[src/rtl/pnsf_pkg.sv]
// Shared types and constants for the Pearson correlation unit.
// Depends on nothing.
package pnsf_pkg;
  localparam int MaxSources = 65536;
  localparam int CountW = 17;
  localparam int QW = 17;
  localparam int NumW = 88;
  localparam int DenW = 88;
  localparam int QueueDepth = 4;
  localparam int QueuePtrW = 2;

  localparam logic [2:0] RegObs = 3'd0;
  localparam logic [2:0] RegKeepNeg = 3'd1;
  localparam logic [2:0] RegClrMiss = 3'd2;
  localparam logic [2:0] RegClrInf = 3'd3;
  localparam logic [2:0] RegMinMag = 3'd4;

  localparam logic [17:0] OneQ = 18'sd65536;

  // Item as classified by the front part.
  typedef struct packed {
    logic [15:0]     row;
    logic            neg;
    logic [NumW-1:0] mag;
    logic [DenW-1:0] den;
    logic            last;
  } work_t;

  typedef struct packed {
    logic        keep_negative;
    logic        clear_missing;
    logic        clear_infinite;
    logic [16:0] min_magnitude;
  } cfg_t;
endpackage

[src/rtl/pnsf_queue.sv]
// Short queue between the front and back parts.
// Depends on pnsf_pkg.
module pnsf_queue (
  input  logic clk,
  input  logic rst,
  input  logic in_valid,
  output logic in_ready,
  input  pnsf_pkg::work_t in_work,
  output logic out_valid,
  input  logic out_ready,
  output pnsf_pkg::work_t out_work
);
  import pnsf_pkg::*;
  work_t mem [QueueDepth];
  logic [QueuePtrW-1:0] wp, rp;
  logic [QueuePtrW:0] cnt;
  logic wr, rd;
  assign in_ready = cnt != 3'(QueueDepth);
  assign out_valid = cnt != '0;
  assign wr = in_valid && in_ready;
  assign rd = out_valid && out_ready;
  assign out_work = mem[rp];
  always_ff @(posedge clk) begin
    if (rst) begin
      wp <= '0;
      rp <= '0;
      cnt <= '0;
    end else begin
      if (wr) wp <= wp + 1'b1;
      if (rd) rp <= rp + 1'b1;
      cnt <= cnt + {2'd0, wr} - {2'd0, rd};
    end
  end
  always_ff @(posedge clk) begin
    if (wr) mem[wp] <= in_work;
  end
endmodule

[config.mk]
export PLATFORM = sky130hd
export DESIGN_NAME = pnsf_queue
export DESIGN_NICKNAME = d
export VERILOG_FILES = /design/src/rtl/pnsf_pkg.sv /design/src/rtl/pnsf_queue.sv
export SDC_FILE = /design/constraint.sdc
export NUM_CORES = 1
export LEC_CHECK = 0
export BUFFER_PORTS_ARGS = -buffer_cell sky130_fd_sc_hd__buf_2
export CAP_MARGIN = 20
export CORE_ASPECT_RATIO = 1.1
export CORE_MARGIN = 8
export CORE_UTILIZATION = 64
export CTS_BUF_LIST = sky130_fd_sc_hd__clkbuf_4
export DETAILED_ROUTE_END_ITERATION = 8
export PLACE_DENSITY_LB_ADDON = 0.3
export REMOVE_ABC_BUFFERS = 1
export SLEW_MARGIN = 20
export SYNTH_ARGS = -nofsm -noshare
export SYNTH_HDL_FRONTEND = slang
export SYNTH_SLANG_ARGS = --single-unit
[constraint.sdc]
create_clock -name clk -period 20.1 [get_ports clk]
set_input_delay 4.02 -clock clk [delete_from_list [all_inputs] [get_ports clk]]
set_output_delay 4.02 -clock clk [all_outputs]
set_load 0.05 [all_outputs]
== Word-level counts from Yosys, hierarchy flattened ==
Memory sizes are Yosys's and may differ from the RTL's. A register that Yosys moved wholly into a read port is not among the register bits.
Cells that the tools add are included.
Word-level totals
  ROM bits: 0
  bits in registers: 7
  logic and storage cells: 16
  RAM bits: 776
  latch bits: 0
  memories kept: 1
  output and inout port bits: 196
Cells by class
  bitwise logic cells: 0
  multipliers: 0
  divide/modulo/power cells: 0
  $lt $le $gt $ge: 0
  equality and inequality tests: 1
  reduce and logical (&&, ||, !) cells: 3
  muxes and demuxes: 4
  add/sub/neg operators: 4
  shifts and indexed selects: 0
Memory list
  mem: words 4, bits a word 194, rd ports 1, clocked after memory_dff 1, wr ports 1, RTL line pnsf_queue.sv:14  | work_t mem [QueueDepth];
Operators with widths (number)
  adder 2 x 1 -> 2 bit, second input constant: 2
  two-way mux 2 bit: 2
  adder 3 x 1 -> 3 bit: 1
  != test 3 bit, second input constant: 1
  nonzero test 3 bit: 1
  subtractor 3 x 1 -> 3 bit: 1
  logical AND 1 bit: 2
  two-way mux 1 bit: 2

== Logic depth before layout (Yosys ltp) ==
Gate-level depths: netlist of run 1.
  depth after elaboration: 4
  gate-level depth with buffers: 11
  depth with buffers taken out: 11

== Least setup slack after synthesis of run 1 ==
Ideal clock, no wire load.
  kind: input-to-reg
  start: in in_valid
  end: mem mem[0][0] (netlist name), enable pin
  cell stages on the path: 2
  data required time: 19.522 ns
  setup slack: 10.674 ns
  data arrival time: 8.848 ns
  library setup time: 0.578 ns
  cell sequence: a21boi_1 -> and2_1
On the way
  longest elaborated chain between the ends: 3
RTL lines
  start: declaration: RTL line pnsf_queue.sv:6  | input logic in_valid,
  logical AND 1 bit: RTL line pnsf_queue.sv:20  | assign wr = in_valid && in_ready;
  two-way mux 1 bit: RTL line pnsf_queue.sv:35  | if (wr) mem[wp] <= in_work;
  two-way mux 1 bit (implied by the code): RTL line pnsf_queue.sv:35
  end: declaration: RTL line pnsf_queue.sv:14
No other way between the ends.

==> metrics, run 1 <==
Reg2Reg Depth=4; start point of the worst min-delay path=wp[1]; Die Height=237 um; Row Count=81; DR WL/cell=24.1 um; RSZ-0062 raised after global routing=false; I/O pins=394; metal3 WL=5210 um; mux contribution to synthesized area=15.4%; Max clock buf depth=3; setup TNS after final layout=0 ns; Final ANT Viol Nets=0; placed instance count=2006; crit path capture type=output pin; HP Class=reg -> reg; Yosys warnings=0; clock sinks=785; synth unique cells=23; worst-skew pair later-pin latency=0.88 ns; Syn Inst Count=1063; Worst Path Arrival=3.54 ns; crit start category=flip-flop; pwr/cell area=146 mW/mm^2; # port buffers=393; Synth area leaders=edfxtp_1, mux4_2, buf_6, dfxtp_1, buf_2; grt total ovfl=0; via count=13372; vias in the first global route=14262; Max-Cap Viols=0; total power=4.87 mW; register area share after synthesis=82.5%; Synth top area share=81.8%; Initial Util=64.4%; initial antenna violation count=22; worst endpoint required time=16.08 ns; top_reg_cell synth=edfxtp_1; number of synthesized flops with an enable pin=776; layout cells sized above 1=51.3%; final wirelength=56400 um; post-DP HPWL=34400 um; xor and xnor area share after synthesis=0.0923%; post-synthesis adder-cell area fraction=0.334%; Worst Hold Depth=2; fmax=132 MHz; fin crit period=7.56 ns; Static Leak=11.4 nW; complex-gate fraction of the synthesized area=0.0879%; worst setup margin=12.54 ns; # setup viols final=0; final core utilization=75.6%; Crit Path Max Fanout=49; postcts setup bufs=0; DR WL met2=28900 um; Residual DRC=0; flops & latches, synth=785; die area=0.0515 mm^2; pin count of the biggest net entering global routing=72; Max-slew headroom=28.7%; syn avg cell area=26.8 um^2; largest family of logic cells by synthesized area=multiplexers; R2R Path Start=cnt[1]; first-pass GRT wire length=83600 um; first-pass detailed-route iteration total=5; gpl congestion=0.722; cts hold-fix bufs=0; # resized after CTS=0; DR top layer=met5; CP Class=reg -> out; CTS tree=yes; VDD IR max=0.107 mV; Reg clk slew, reported paths=0.06 ns; netlist area before placement=0.0285 mm^2; core area=0.0442 mm^2; crit share post-route=37.6%; nets=1814; Yosys top cell by area=edfxtp_1; routed length on met1=20800 um; final hold vios=0; Max Slew Vio Count=0; Post-Place Setup Slack=12.99 ns; Detailed Route Iter0 Violations=913; GR Util All Layers=21.9%; top post-synthesis cells by count=edfxtp_1, mux4_2, buf_2, buf_6, dfxtp_1; CTS root buf=clkbuf_4; Slew @ Worst Pin=1.07 ns; status=complete, no violations; Chip Width=217 um; fin cells=2339; H-tree Lvls=4; FFs w/ async S/R, synth=0%; most frequent cell after synthesis=edfxtp_1; Area Growth Syn to Fin=17.4%; vias per cell=5.72; Simple-Gate Fraction of Synth Area=0.334%; skew final=0.0423 ns; CTS Buf Count=181
[registers in the layout, indices dropped and copies added (netlist names), named ones only]
name,flops
cnt,3
mem,776
rp,2
wp,2
[cell usage in the layout (no fill, tap or decap)]
cell type / netlist / final
a21boi_1: 1 / 1
and2_4: 0 / 4
mux2i_1: 1 / 1
dfxtp_1: 9 / 7
buf_12: 0 / 1
clkinvlp_4: 0 / 2
bufinv_16: 0 / 7
fa_1: 1 / 1
edfxtp_1: 776 / 776
clkbuf_4: 0 / 267
inv_2: 0 / 3
buf_4: 0 / 13
clkinv_1: 0 / 33
nor2_1: 8 / 8
nand2_1: 1 / 1
o311ai_0: 1 / 1
diode_2: 0 / 14
o31a_1: 1 / 1
mux4_2: 194 / 194
nand2b_1: 2 / 2
and2_1: 5 / 1
nor3_1: 1 / 1
buf_2: 21 / 393
ha_1: 6 / 6
xnor2_1: 1 / 1
or3_1: 1 / 1
dfxtp_4: 0 / 2
clkinv_2: 0 / 4
nor2b_1: 1 / 1
mux2_2: 1 / 1
xor2_1: 2 / 2
buf_16: 0 / 1
inv_1: 5 / 5
clkinv_4: 0 / 2
[cells by family (layout without fill, tap and decap cells)]
group | after synthesis | count (layout)
buffers and inverters | 50 | 731
multiplexers | 196 | 196
flip-flops | 785 | 785
adder cells (fa/ha/maj) | 7 | 7
AND/OR/NAND/NOR | 19 | 19
AO/OA/AOI/OAI | 3 | 3
XOR/XNOR | 3 | 3
other | 0 | 14
[cell type report]
cell class	count	area [um^2]
antenna	14	35.0
clock buffer	267	2000
clock inverter	51	398
fill	2434	10800
inverter	5	18.8
multi-input combinational	228	4640
sequential	785	23500
tap	581	727
timing repair buffer	408	2110
[layer usage]
| metal | global-route usage, % | up-vias |
|---|---|---|
| met5 | 0 | - |
| met4 | 9.66 | 14 |
| met3 | 8.02 | 92 |
| met2 | 34.5 | 561 |
| met1 | 27.4 | 6839 |
| li1 | - | 5866 |
[metrics by stage]
stage / cell area (um^2) / hold slack, ns
after floorplan: 28100 / 0.481
after global placement: 30900 / 0.491
after detailed placement: 31000 / 0.515
after CTS: 33400 / 0.533
after global routing: 33400 / 0.583
final: 33400 / 0.527
[path summary, 6_finish.rpt]
path                                endpoint  slack [ns]
worst max register to register   mem[3][161]       16.55
worst min register to register         wp[1]        0.53
worst min-delay path                   wp[1]        0.53
worst max-delay path            out_work[89]       12.54
[report_power, final]
part           internal, mW  leakage, nW  total (mW)  switching, mW
clock network         0.697         1.42        1.27          0.571
registers              2.01         7.18        2.07         0.0581
logic                 0.441         2.80        1.54           1.10
total                  3.14         11.4        4.87           1.73
[critical path, cell delays in order (launching register included)]
cell and delay (ns):
dfxtp_4 0.66, buf_12 0.31, buf_4 0.77, mux4_2 0.63, buf_2 0.24
Power figures use the tool's default switching activity.
==> inputs of run 2 (changes only) <==
--- a/config.mk
+++ b/config.mk
@@ -9,7 +9,7 @@
 export CAP_MARGIN = 20
 export CORE_ASPECT_RATIO = 1.1
 export CORE_MARGIN = 8
-export CORE_UTILIZATION = 64
+export CORE_UTILIZATION = 54
 export CTS_BUF_LIST = sky130_fd_sc_hd__clkbuf_4
 export DETAILED_ROUTE_END_ITERATION = 8
 export PLACE_DENSITY_LB_ADDON = 0.3
==> constraint.sdc (replaced) <==
create_clock -name clk -period 6.4 [get_ports clk]
set_input_delay 1.28 -clock clk [delete_from_list [all_inputs] [get_ports clk]]
set_output_delay 1.28 -clock clk [all_outputs]
set_load 0.05 [all_outputs]
==> run 2 against run 1 <==
Sequential share of layout area unchanged. Total power rose to 3.1 times the previous value. Sequential power grew to 3.1 times the previous value. Non-clock buffer count increased by 1. Via count decreased by 0.98%. Worst setup slack worse by 11 ns.
==> metrics, run 2 (same netlist as run 1, synthesis figures left out) <==
fin crit period=4.51 ns; CP Class=reg -> out; GR Util All Layers=18.6%; first-pass detailed-route iteration total=5; final wirelength=55900 um; Max-Cap Viols=0; Crit Path Max Fanout=67; skew final=0.0601 ns; Residual DRC=0; via count=13241; HP Class=in -> reg; Static Leak=11.3 nW; status=complete, no violations; crit share post-route=70.5%; first-pass GRT wire length=83900 um; I/O pins=394; CTS Buf Count=186; Largest Register=mem; fmax=222 MHz; Max Slew Vio Count=0; # port buffers=393; nets=1820; largest registers=mem x776, cnt x3; Chip Width=235 um; Worst Path Buf+Inv=2; vias per cell=5.51; initial antenna violation count=13; Row Count=88; cts hold-fix bufs=0; most frequent cells in the layout=edfxtp_1, buf_2, clkbuf_4; Initial Util=54.4%; smallest hold slack=0.522 ns; crit path capture type=output pin; Die Height=257 um; postcts setup bufs=0; Worst Path Arrival=3.23 ns; placed instance count=2102; vias in the first global route=14162; most common cell after layout, fill and taps aside=edfxtp_1; Reg clk slew, reported paths=0.07 ns; core area=0.0523 mm^2; worst-skew pair later-pin latency=0.97 ns; DR WL/cell=23.3 um; clock sinks=785; Detailed Route Iter0 Violations=844; # resized after CTS=0; CTS root buf=clkbuf_4; pwr/cell area=452 mW/mm^2; max reg flops=776; Max-slew headroom=47.7%; pin count of the biggest net entering global routing=110; post-DP HPWL=33500 um; Max clock buf depth=3; fin cells=2404; crit start category=flip-flop; H-tree Lvls=4; layout cells sized above 1=51.3%; CP max-delay cell=dfxtp_4; crit path cell chain=buf_12 -> mux4_2 -> buf_2; Final ANT Viol Nets=0; start point of the worst min-delay path=in_work[39]; R2R Path Start=cnt[1]; die area=0.0603 mm^2; slowest stage delay, CP=0.85 ns; grt total ovfl=0; Area Growth Syn to Fin=17.4%; CTS tree=yes; # setup viols final=0; worst endpoint required time=5.12 ns; Top delay family on crit path=flip-flops; RSZ-0062 raised after global routing=false; VDD IR max=0.409 mV; final hold vios=0; # fillers=3507; gpl congestion=0.743; Slew @ Worst Pin=0.784 ns
==> run 2: cell count changes in the layout (fill, tap and decap cells not counted), sizes merged <==
cell      change
clkinv       -16
clkbuf        -8
diode         -6
bufinv        -3
inv           +2
buf           +1
clkinvlp      +1
==> run 2: final cells by class <==
type / instances / area [um^2] / area share (%)
diodes: 8 / 20.0 / 0.0599
clock buffers: 259 / 1940 / 5.82
clock inverters: 35 / 268 / 0.801
inverters: 5 / 18.8 / 0.0561
multi-input cells: 228 / 4640 / 13.9
flip-flops and latches: 785 / 23500 / 70.3
well taps: 675 / 845 / 2.53
repair buffers: 409 / 2200 / 6.58
==> run 2: metal layers <==
layer / global-route usage, % / wire [um]
met2: 29.4 / 28300
met3: 7.94 / 4720
met1: 22.5 / 21700
met4: 7.41 / 1120
met5: 0 / 92
==> run 2: final timing paths <==
| kind | to | slack [ns] | cells past startpoint |
|---|---|---|---|
| worst max register to register | mem[2][25] | 3.52 | 4 |
| worst min-delay path | mem[2][39] | 0.52 | 1 |
| worst min register to register | rp[1] | 0.53 | 2 |
| worst max-delay path | out_work[105] | 1.89 | 3 |
==> run 2: metrics by stage <==
stage                     util (%)  power (mW)  cell area [um^2]  setup WS, ns  TNS (ns)
after floorplan                  -        10.6             28100         -3.90   -977.87
after global placement        59.6        11.5             31200          2.69         0
after detailed placement      59.6        11.5             31200          2.67         0
after CTS                     63.9        15.3             33400          1.57         0
after global routing          63.9        15.7             33400          1.49         0
final                         63.9        15.1             33400          1.89         0
==> run 2: power breakdown <==
| group | internal (mW) | switching [mW] |
|---|---|---|
| registers | 6.30 | 0.204 |
| clock network | 2.00 | 1.78 |
| logic | 1.40 | 3.41 |
