<file path="src/rtl/pnsf_pkg.sv">
// Shared types and constants for the Pearson correlation unit.
// Depends on nothing.
package pnsf_pkg;
  localparam int MaxSources = 65536;
  localparam int CountW = 17;
  localparam int QW = 17;
  localparam int NumW = 88;
  localparam int DenW = 88;
  localparam int QueueDepth = 4;
  localparam int QueuePtrW = 2;

  localparam logic [2:0] RegObs = 3'd0;
  localparam logic [2:0] RegKeepNeg = 3'd1;
  localparam logic [2:0] RegClrMiss = 3'd2;
  localparam logic [2:0] RegClrInf = 3'd3;
  localparam logic [2:0] RegMinMag = 3'd4;

  localparam logic [17:0] OneQ = 18'sd65536;

  // Item as classified by the front part.
  typedef struct packed {
    logic [15:0]     row;
    logic            neg;
    logic [NumW-1:0] mag;
    logic [DenW-1:0] den;
    logic            last;
  } work_t;

  typedef struct packed {
    logic        keep_negative;
    logic        clear_missing;
    logic        clear_infinite;
    logic [16:0] min_magnitude;
  } cfg_t;
endpackage

</file>
<file path="src/rtl/pnsf_back.sv">
// Back part: 16-step restoring divide, clearing rules and column count.
// Depends on pnsf_pkg.
module pnsf_back (
  input  logic clk,
  input  logic rst,
  input  logic in_valid,
  output logic in_ready,
  input  pnsf_pkg::work_t in_work,
  input  pnsf_pkg::cfg_t cfg,
  output logic empty,
  input  logic pop,
  output logic [15:0] row_out,
  output logic signed [17:0] correlation,
  output logic emit,
  output logic is_missing,
  output logic is_infinite,
  output logic column_done,
  output logic [16:0] column_count
);
  import pnsf_pkg::*;
  typedef enum logic [1:0] {Idle, Divide, Finish, Hold} state_t;
  state_t state;
  work_t w;
  logic [DenW:0] rem;
  logic [4:0] step;
  logic [15:0] q;
  logic [16:0] emitted;
  logic [DenW:0] sh;
  logic [17:0] val;
  logic [16:0] qf, mag;
  logic miss, inf, em;

  assign sh = {rem[DenW-1:0], 1'b0};
  assign in_ready = state == Idle;
  assign empty = state != Hold;

  always_comb begin
    miss = 1'b0;
    inf = 1'b0;
    if (w.den == '0) begin
      miss = w.mag == '0;
      inf = !miss;
      qf = miss ? 17'd0 : 17'd65536;
    end else if (w.mag >= w.den) begin
      qf = 17'd65536;
    end else begin
      qf = {1'b0, q};
    end
    val = w.neg ? 18'(-{1'b0, qf}) : {1'b0, qf};
    if (cfg.clear_missing && miss) miss = 1'b0;
    if (cfg.clear_infinite && inf) begin
      val = '0;
      inf = 1'b0;
    end
    if (!cfg.keep_negative && !miss && val[17]) begin
      val = '0;
      inf = 1'b0;
    end
    mag = val[17] ? 17'(-val) : val[16:0];
    if (cfg.min_magnitude != '0 && !miss && mag < cfg.min_magnitude) begin
      val = '0;
      inf = 1'b0;
    end
    em = miss || val != '0;
  end

  always_ff @(posedge clk) begin
    if (rst) begin
      state <= Idle;
      emitted <= '0;
    end else begin
      case (state)
        Idle: begin
          if (in_valid) begin
            w <= in_work;
            rem <= {1'b0, in_work.mag};
            q <= '0;
            step <= '0;
            state <= Divide;
          end
        end
        Divide: begin
          if (sh >= {1'b0, w.den}) begin
            rem <= sh - {1'b0, w.den};
            q <= {q[14:0], 1'b1};
          end else begin
            rem <= sh;
            q <= {q[14:0], 1'b0};
          end
          step <= step + 5'd1;
          if (step == 5'd15) state <= Finish;
        end
        Finish: begin
          row_out <= w.row;
          correlation <= val;
          emit <= em;
          is_missing <= miss;
          is_infinite <= inf;
          column_done <= w.last;
          if (w.last) begin
            column_count <= (em && emitted < 17'(MaxSources)) ? emitted + 17'd1 : emitted;
            emitted <= '0;
          end else begin
            column_count <= '0;
            if (em && emitted < 17'(MaxSources)) emitted <= emitted + 17'd1;
          end
          state <= Hold;
        end
        Hold: begin
          if (pop) state <= Idle;
        end
        default: state <= Idle;
      endcase
    end
  end
endmodule

</file>
<file path="config.mk">
export PLATFORM = sky130hd
export DESIGN_NAME = pnsf_back
export DESIGN_NICKNAME = d
export VERILOG_FILES = /design/src/rtl/pnsf_pkg.sv /design/src/rtl/pnsf_back.sv
export SDC_FILE = /design/constraint.sdc
export NUM_CORES = 1
export LEC_CHECK = 0
export BUFFER_PORTS_ARGS = -buffer_cell sky130_fd_sc_hd__buf_4
export CAP_MARGIN = 5
export CORE_AREA = 2 2 238 240
export CTS_CLUSTER_SIZE = 24
export DETAILED_ROUTE_END_ITERATION = 8
export DIE_AREA = 0 0 240 242
export MAX_ROUTING_LAYER = met4
export SLEW_MARGIN = 10
export SYNTH_ARGS = -nofsm -noshare
export SYNTH_HDL_FRONTEND = slang
export SYNTH_SLANG_ARGS = --single-unit
</file>
<file path="constraint.sdc">
create_clock -name clk -period 42 [get_ports clk]
set_input_delay 0 -clock clk [delete_from_list [all_inputs] [get_ports clk]]
set_output_delay 0 -clock clk [all_outputs]
set_load 0.005 [all_outputs]
</file>
-- After elaboration in Yosys (flattened, before gate mapping)
Cells that the tools add are included.
- flip-flop bits (word level): 377
- input port bits: 218
- output and inout port bits: 57
- add/subtract/negate cells: 5
- magnitude comparators: 4
- equality and inequality tests: 8
- muxes and demuxes: 25
- bitwise logic cells: 1
- reductions and logical operators: 22
- operator list (operator ; number):
    zero test 88 bit ; 2
    two-way mux 88 bit ; 2
    one-hot mux 88 bit (2 select lines) ; 1
    two-way mux 17 bit ; 6
    greater-or-equal comparator 89 x 88 -> 1 bit ; 1
    greater-or-equal comparator 88 bit ; 1
    subtractor 88 bit ; 1
    two-way mux 18 bit ; 4
    one-hot mux 16 bit (2 select lines) ; 1
    negation 17 -> 18 bit ; 1
    nonzero test 18 bit ; 1
    adder 17 x 1 -> 17 bit (second input constant) ; 1
    less-than comparator 17 bit ; 1
    less-than comparator 17 bit (second input constant) ; 1
    negation 17 bit ; 1
    nonzero test 17 bit ; 1
    two-way mux 16 bit ; 1
    one-hot mux 5 bit (2 select lines) ; 1
    AND reduction 3 bit ; 3
    != test 2 bit (second input constant) ; 4
    one-hot mux 2 bit (4 select lines) ; 1
    logical AND 1 bit ; 7
    two-way mux 2 bit ; 3
    adder 5 x 1 -> 5 bit (second input constant) ; 1
    other kinds (12) ; 18

-- Longest topological paths before layout
- depth in word-level cells: 18
- depth in mapped cells: 34
- gate-level depth less buffers: 31

-- Least setup slack after synthesis
No wires, ideal clock.
- path type: reg-to-reg
- start point: register state[0]
- end point: register w[0] (netlist name), enable pin
- arrival time: 14.693 ns
- path slack: 26.280 ns
- stages on the path, launching flop included: 4
- path buffers: 0
- path through: dfxtp_1 -> inv_1 -> ha_1 -> nor3b_1
- word-level cells in the longest chain between the ends: 2
- RTL lines (element ; RTL line ; source):
    start, declared ; pnsf_back.sv:22 ; state_t state;
    start signal, assigned ; pnsf_back.sv:69 ; state <= Idle;
    start signal, assigned ; pnsf_back.sv:79 ; state <= Divide;
    start signal, assigned ; pnsf_back.sv:91 ; if (step == 5'd15) state <= Finish;
    zero test 2 bit ; -- ;
    net in_ready ; pnsf_back.sv:7 ; output logic in_ready,
    AND reduction 3 bit (no source line) ; -- ;
    end signal, assigned ; pnsf_back.sv:75 ; w <= in_work;
    end, declared ; pnsf_back.sv:23 ; work_t w;
The timed path passes the listed nets, and every way through them passes these cells.
A chain may end at the register's enable or synchronous reset.

-- Worst setup path in the final report
- start point: register w[68] (netlist name)
- end point: register emitted[11]
- word-level cells in the longest chain between the ends: 18
- RTL lines (element ; RTL line ; source):
    greater-or-equal comparator 88 bit / zero test 88 bit (equally long branches) ; pnsf_back.sv:44, pnsf_back.sv:40 ;
    two-way mux 17 bit / two-way mux 1 bit (equally long branches) ; pnsf_back.sv:44, pnsf_back.sv:40 ;
    two-way mux 17 bit / logical AND 1 bit (equally long branches) ; pnsf_back.sv:40, pnsf_back.sv:50 ;
    negation 17 -> 18 bit / two-way mux 1 bit (equally long branches) ; pnsf_back.sv:49, pnsf_back.sv:50 ;
    two-way mux 18 bit / zero test 1 bit (equally long branches) ; pnsf_back.sv:49, pnsf_back.sv:55, pnsf_back.sv:60 ;
    two-way mux 18 bit / logical AND 1 bit (equally long branches) ; pnsf_back.sv:51, pnsf_back.sv:55 ;
    logical AND 1 bit ; pnsf_back.sv:55 ; if (!cfg.keep_negative && !miss && val[17]) begin
    two-way mux 18 bit ; pnsf_back.sv:55 ;
    negation 17 bit ; pnsf_back.sv:59 ; mag = val[17] ? 17'(-val) : val[16:0];
    two-way mux 17 bit ; pnsf_back.sv:59 ;
    less-than comparator 17 bit ; pnsf_back.sv:60 ; if (cfg.min_magnitude != '0 && !miss && mag < cfg.min_magnitude) begin
    logical AND 1 bit ; pnsf_back.sv:60 ;
    two-way mux 18 bit ; pnsf_back.sv:60 ;
    nonzero test 18 bit ; pnsf_back.sv:64 ; em = miss || val != '0;
    logical OR 1 bit (*) ; pnsf_back.sv:64 ;
    logical AND 1 bit (*) ; pnsf_back.sv:105 ; if (em && emitted < 17'(MaxSources)) emitted <= emitted + 17'd1;
    two-way mux 17 bit (*) (2 in a row) ; -- ;
    end signal, assigned ; pnsf_back.sv:105 ;
    end, declared ; pnsf_back.sv:27 ; logic [16:0] emitted;
Every way passes the cells marked *; elsewhere a longest branch is shown, timed or not.

==> results.yml <==
critical_path:
  cpMaxStageDelayCell: "and3_1"
  max_stage_delay_ps: 670
  critPathLaunch: "w[68]$_DFFE_PP_"
  reg2reg_depth: 30
  cpLargestDelayFamily: "compound AO/OA/AOI/OAI gates"
  worst-path-buf-inv: 1
  rrSetupSlack_ps: 33150
  cp_common_cell: "a21o_1"
  r2r_start: "w[68]$_DFFE_PP_"
  worstPathArrival_ps: 9340
  cp.required_ps: 42490
  endpoint: "emitted[11]$_SDFFE_PP0P_"
  reg2reg_to: "emitted[11]$_SDFFE_PP0P_"
  start_kind: "register"
  crit_fanout: 18
  critPathKind: "reg2reg"
  crit_cells: 30
  cp-end-kind: "register"
power_and_ir_drop:
  power.density_nw_per_um2: 55.62
  pwr-share-comb: 0.440
  p_clk_frac: 0.234
  p_seq_frac: 0.327
  cellLeakagePower_uw: 0.01249
  p_int_uw: 1028
  p_sw_uw: 661.3
  ir_drop_v: 0.00003610
  swShare: 0.3915
global_routing:
  grt.total_usage: 0.2746
  grt_overflow: 0
  antenna_found_initial: 4
  grt_pass1_wl_um: 120200
  grt_pass1_vias: 20460
  grt_max_degree: 70
placement:
  place_congestion: 0.9396
  dp_hpwl_um: 58440
  port_buffers: 274
  pre_cts_ws_ps: 33290
timing:
  layout_setup_ws_ps: 33150
  finalSetupViolCount: 0
  fin_crit_sh: 0.2106
  finalClockSkew_ps: 26.39
  setup-tns-final_ps: 0
  tightest_slew_ps: 1314
  hold_viol: 0
  rsz0062_at_grt: "false"
  relSlewSlack: 0.1222
  timing.fmax_ghz: 0.1130
  drv_slew: 0
  period_needed_ps: 8846
synthesis:
  synth_most_common_cell: "edfxtp_1"
  synth_warnings: 0
  yosys.cell_types.count: 87
  syn-num-nets: 2804
  ys_seq_area_frac: 0.4595
  ys_top_cells_by_area: "edfxtp_1 (44%), ha_1 (10%), a21oi_1 (4.5%), mux2i_1 (3.1%), nand2_1 (2.8%)"
  synth_top_cell_by_area: "edfxtp_1"
  synthesis.area_um2: 24230
  synth_top_area_frac: 0.4438
  synth_top_family_by_area: "compound AO/OA/AOI/OAI gates"
  synth_edf_count: 358
  ys_seq_elements: 377
  synth-compound-area-share: 0.1695
  synthXorXnorAreaFrac: 0.04158
  synth_commonest_cells: "edfxtp_1 (358), a21oi_1 (220), ha_1 (201)"
  async_flop_share: 0
  synth.area.mux_share: 0.03104
  synth_fa_ha_area_frac: 0.1046
  synthCells: 2384
  synth_flop_cell: "edfxtp_1"
  avgSynthCellArea_um2: 10.16
  synthSimpleGateAreaFrac: 0.1517
run_status:
  status: "complete, no violations"
routing:
  vias_per_cell: 5.666
  routedWlPerCell_um: 21.67
  antenna_left: 0
  remaining_drc_errors: 0
  firstDrtPassIters: 5
  drt_iter0_markers: 1600
  wl_um: 78240
  vias: 20460
clock_tree:
  cts_tree: "yes"
  cts_resized: 0
  cts.sinks: 377
  htreeDepth: 2
  cts-root-buf: "clkbuf_16"
  clk_pin_slew_ps: 60
  cts_buffer_depth: 3
  insertion_delay_ps: 590
  cts_buffers: 45
floorplan:
  die_h_um: 242
  core-area_um2: 55730
  dieArea_um2: 58080
  row_count: 87
  initial_utilization: 0.4347
  ioPinCount: 275
  die_x_um: 240
finish:
  fill_cells: 4958
  post_route_cells_drive_above_1_share: 0.1358
  synthToLayoutAreaGrowth_pct: 25.37
  multiInputGateArea_um2: 12110
  nNetsFinal: 3236
  seqCellArea_um2: 11130
  final_core_util: 0.5450
job:
  cap_violations: 0
min_path:
  min_path_type: "in2reg"
==> cell type report <==
cell class,instances,area share
multi-input cells,1755,0.3988
repair buffers,487,0.1367
flip-flops and latches,377,0.3665
diodes,4,0.0003296
clock inverters,19,0.007456
clock buffers,62,0.04054
well taps,756,0.03114
inverters,150,0.01854
==> worst min path at each step <==
stage,start,to,cells past startpoint
6_report,cfg[0],correlation[17]$_DFFE_PP_,5
4_1_cts,cfg[0],correlation[17]$_DFFE_PP_,5
5_1_grt,cfg[0],correlation[17]$_DFFE_PP_,5
3_3_place_gp,in_work[59],w[59]$_DFFE_PP_,1
2_1_floorplan,in_work[0],w[0]$_DFFE_PP_,0
3_5_place_dp,in_work[59],w[59]$_DFFE_PP_,1
==> cell usage in the layout, fill, tap and decap left out, types with 9 or more instances in the layout <==
cell	netlist	routed
clkbuf_16	0	46
a211oi_1	17	17
dfxtp_1	19	19
inv_1	148	148
o21ai_0	109	109
o21bai_1	18	18
nor2b_1	20	20
o31ai_1	18	18
dlygate4sd3_1	0	198
a221oi_1	9	9
nor2_1	177	175
nand2b_1	25	25
or2_2	10	10
or3_1	21	21
o211ai_1	19	19
nand3_1	48	48
buf_4	5	289
xor2_1	58	58
nand2_1	182	182
a2bb2oi_1	11	11
nand4_1	58	58
ha_1	201	200
xnor2_1	57	57
a21o_1	84	83
o21a_1	15	15
edfxtp_1	358	358
and3_1	19	19
nor3_1	37	37
and4_1	9	9
a31oi_1	33	33
or4_1	9	9
mux2i_1	74	74
nor4_1	60	60
a21oi_1	220	220
and2_1	32	32
clkbuf_1	86	14
==> cells by family after synthesis <==
group | Yosys count
AND/OR/NAND/NOR | 731
flip-flops | 377
buffers and inverters | 252
AO/OA/AOI/OAI | 632
XOR/XNOR | 115
adder cells (fa/ha/maj) | 202
multiplexers | 75
==> per-stage QoR <==
stage / hold slack (ps) / area [µm²] / std cells / power [µW]
finish: 34.23 / 30370 / 3610 / 1689
CTS: 10.54 / 30360 / 3606 / 1692
detailed placement: 179.4 / 26920 / 3327 / 1276
global placement: 177.9 / 26920 / 3327 / 1267
global route: 69.68 / 30370 / 3609 / 1793
floorplan: 98.87 / 24230 / 2384 / 1085
==> state kept, by name, summed over array words and instances (netlist names) <==
signal	flops
correlation	18
is_infinite	1
q	16
step	5
rem	88
is_missing	1
emit	1
w	194
column_count	17
state	2
emitted	17
row_out	16
column_done	1
==> power by group through the flow <==
| stage | logic, µW | registers, µW | clock network, µW |
|---|---|---|---|
| finish | 743 | 552 | 395 |
| global route | 818 | 558 | 417 |
| CTS | 738 | 551 | 403 |
| detailed placement | 718 | 558 | 0 |
| global placement | 710 | 557 | 0 |
| floorplan | 525 | 559 | 0 |
==> layer usage <==
layer,up-vias,share of wire,GRT usage
met2,595,0.48,0.4509
met1,9928,0.44,0.3590
met4,0,0.027,0.07472
met5,-,0,-
met3,116,0.046,0.03202
li1,9816,-,-
==> tightest hold or removal path, cell delays in order <==
cell	delay, ps
buf_4	110
inv_1	50
nor2_1	70
o311ai_4	110
and3_1	160
==> what timing repair did <==
action,4_1_cts,5_1_grt
hold endpoints to repair,302,0
buffers inserted,0,0
hold buffers,198,0
No activity file was read; power rests on OpenSTA's default activity.
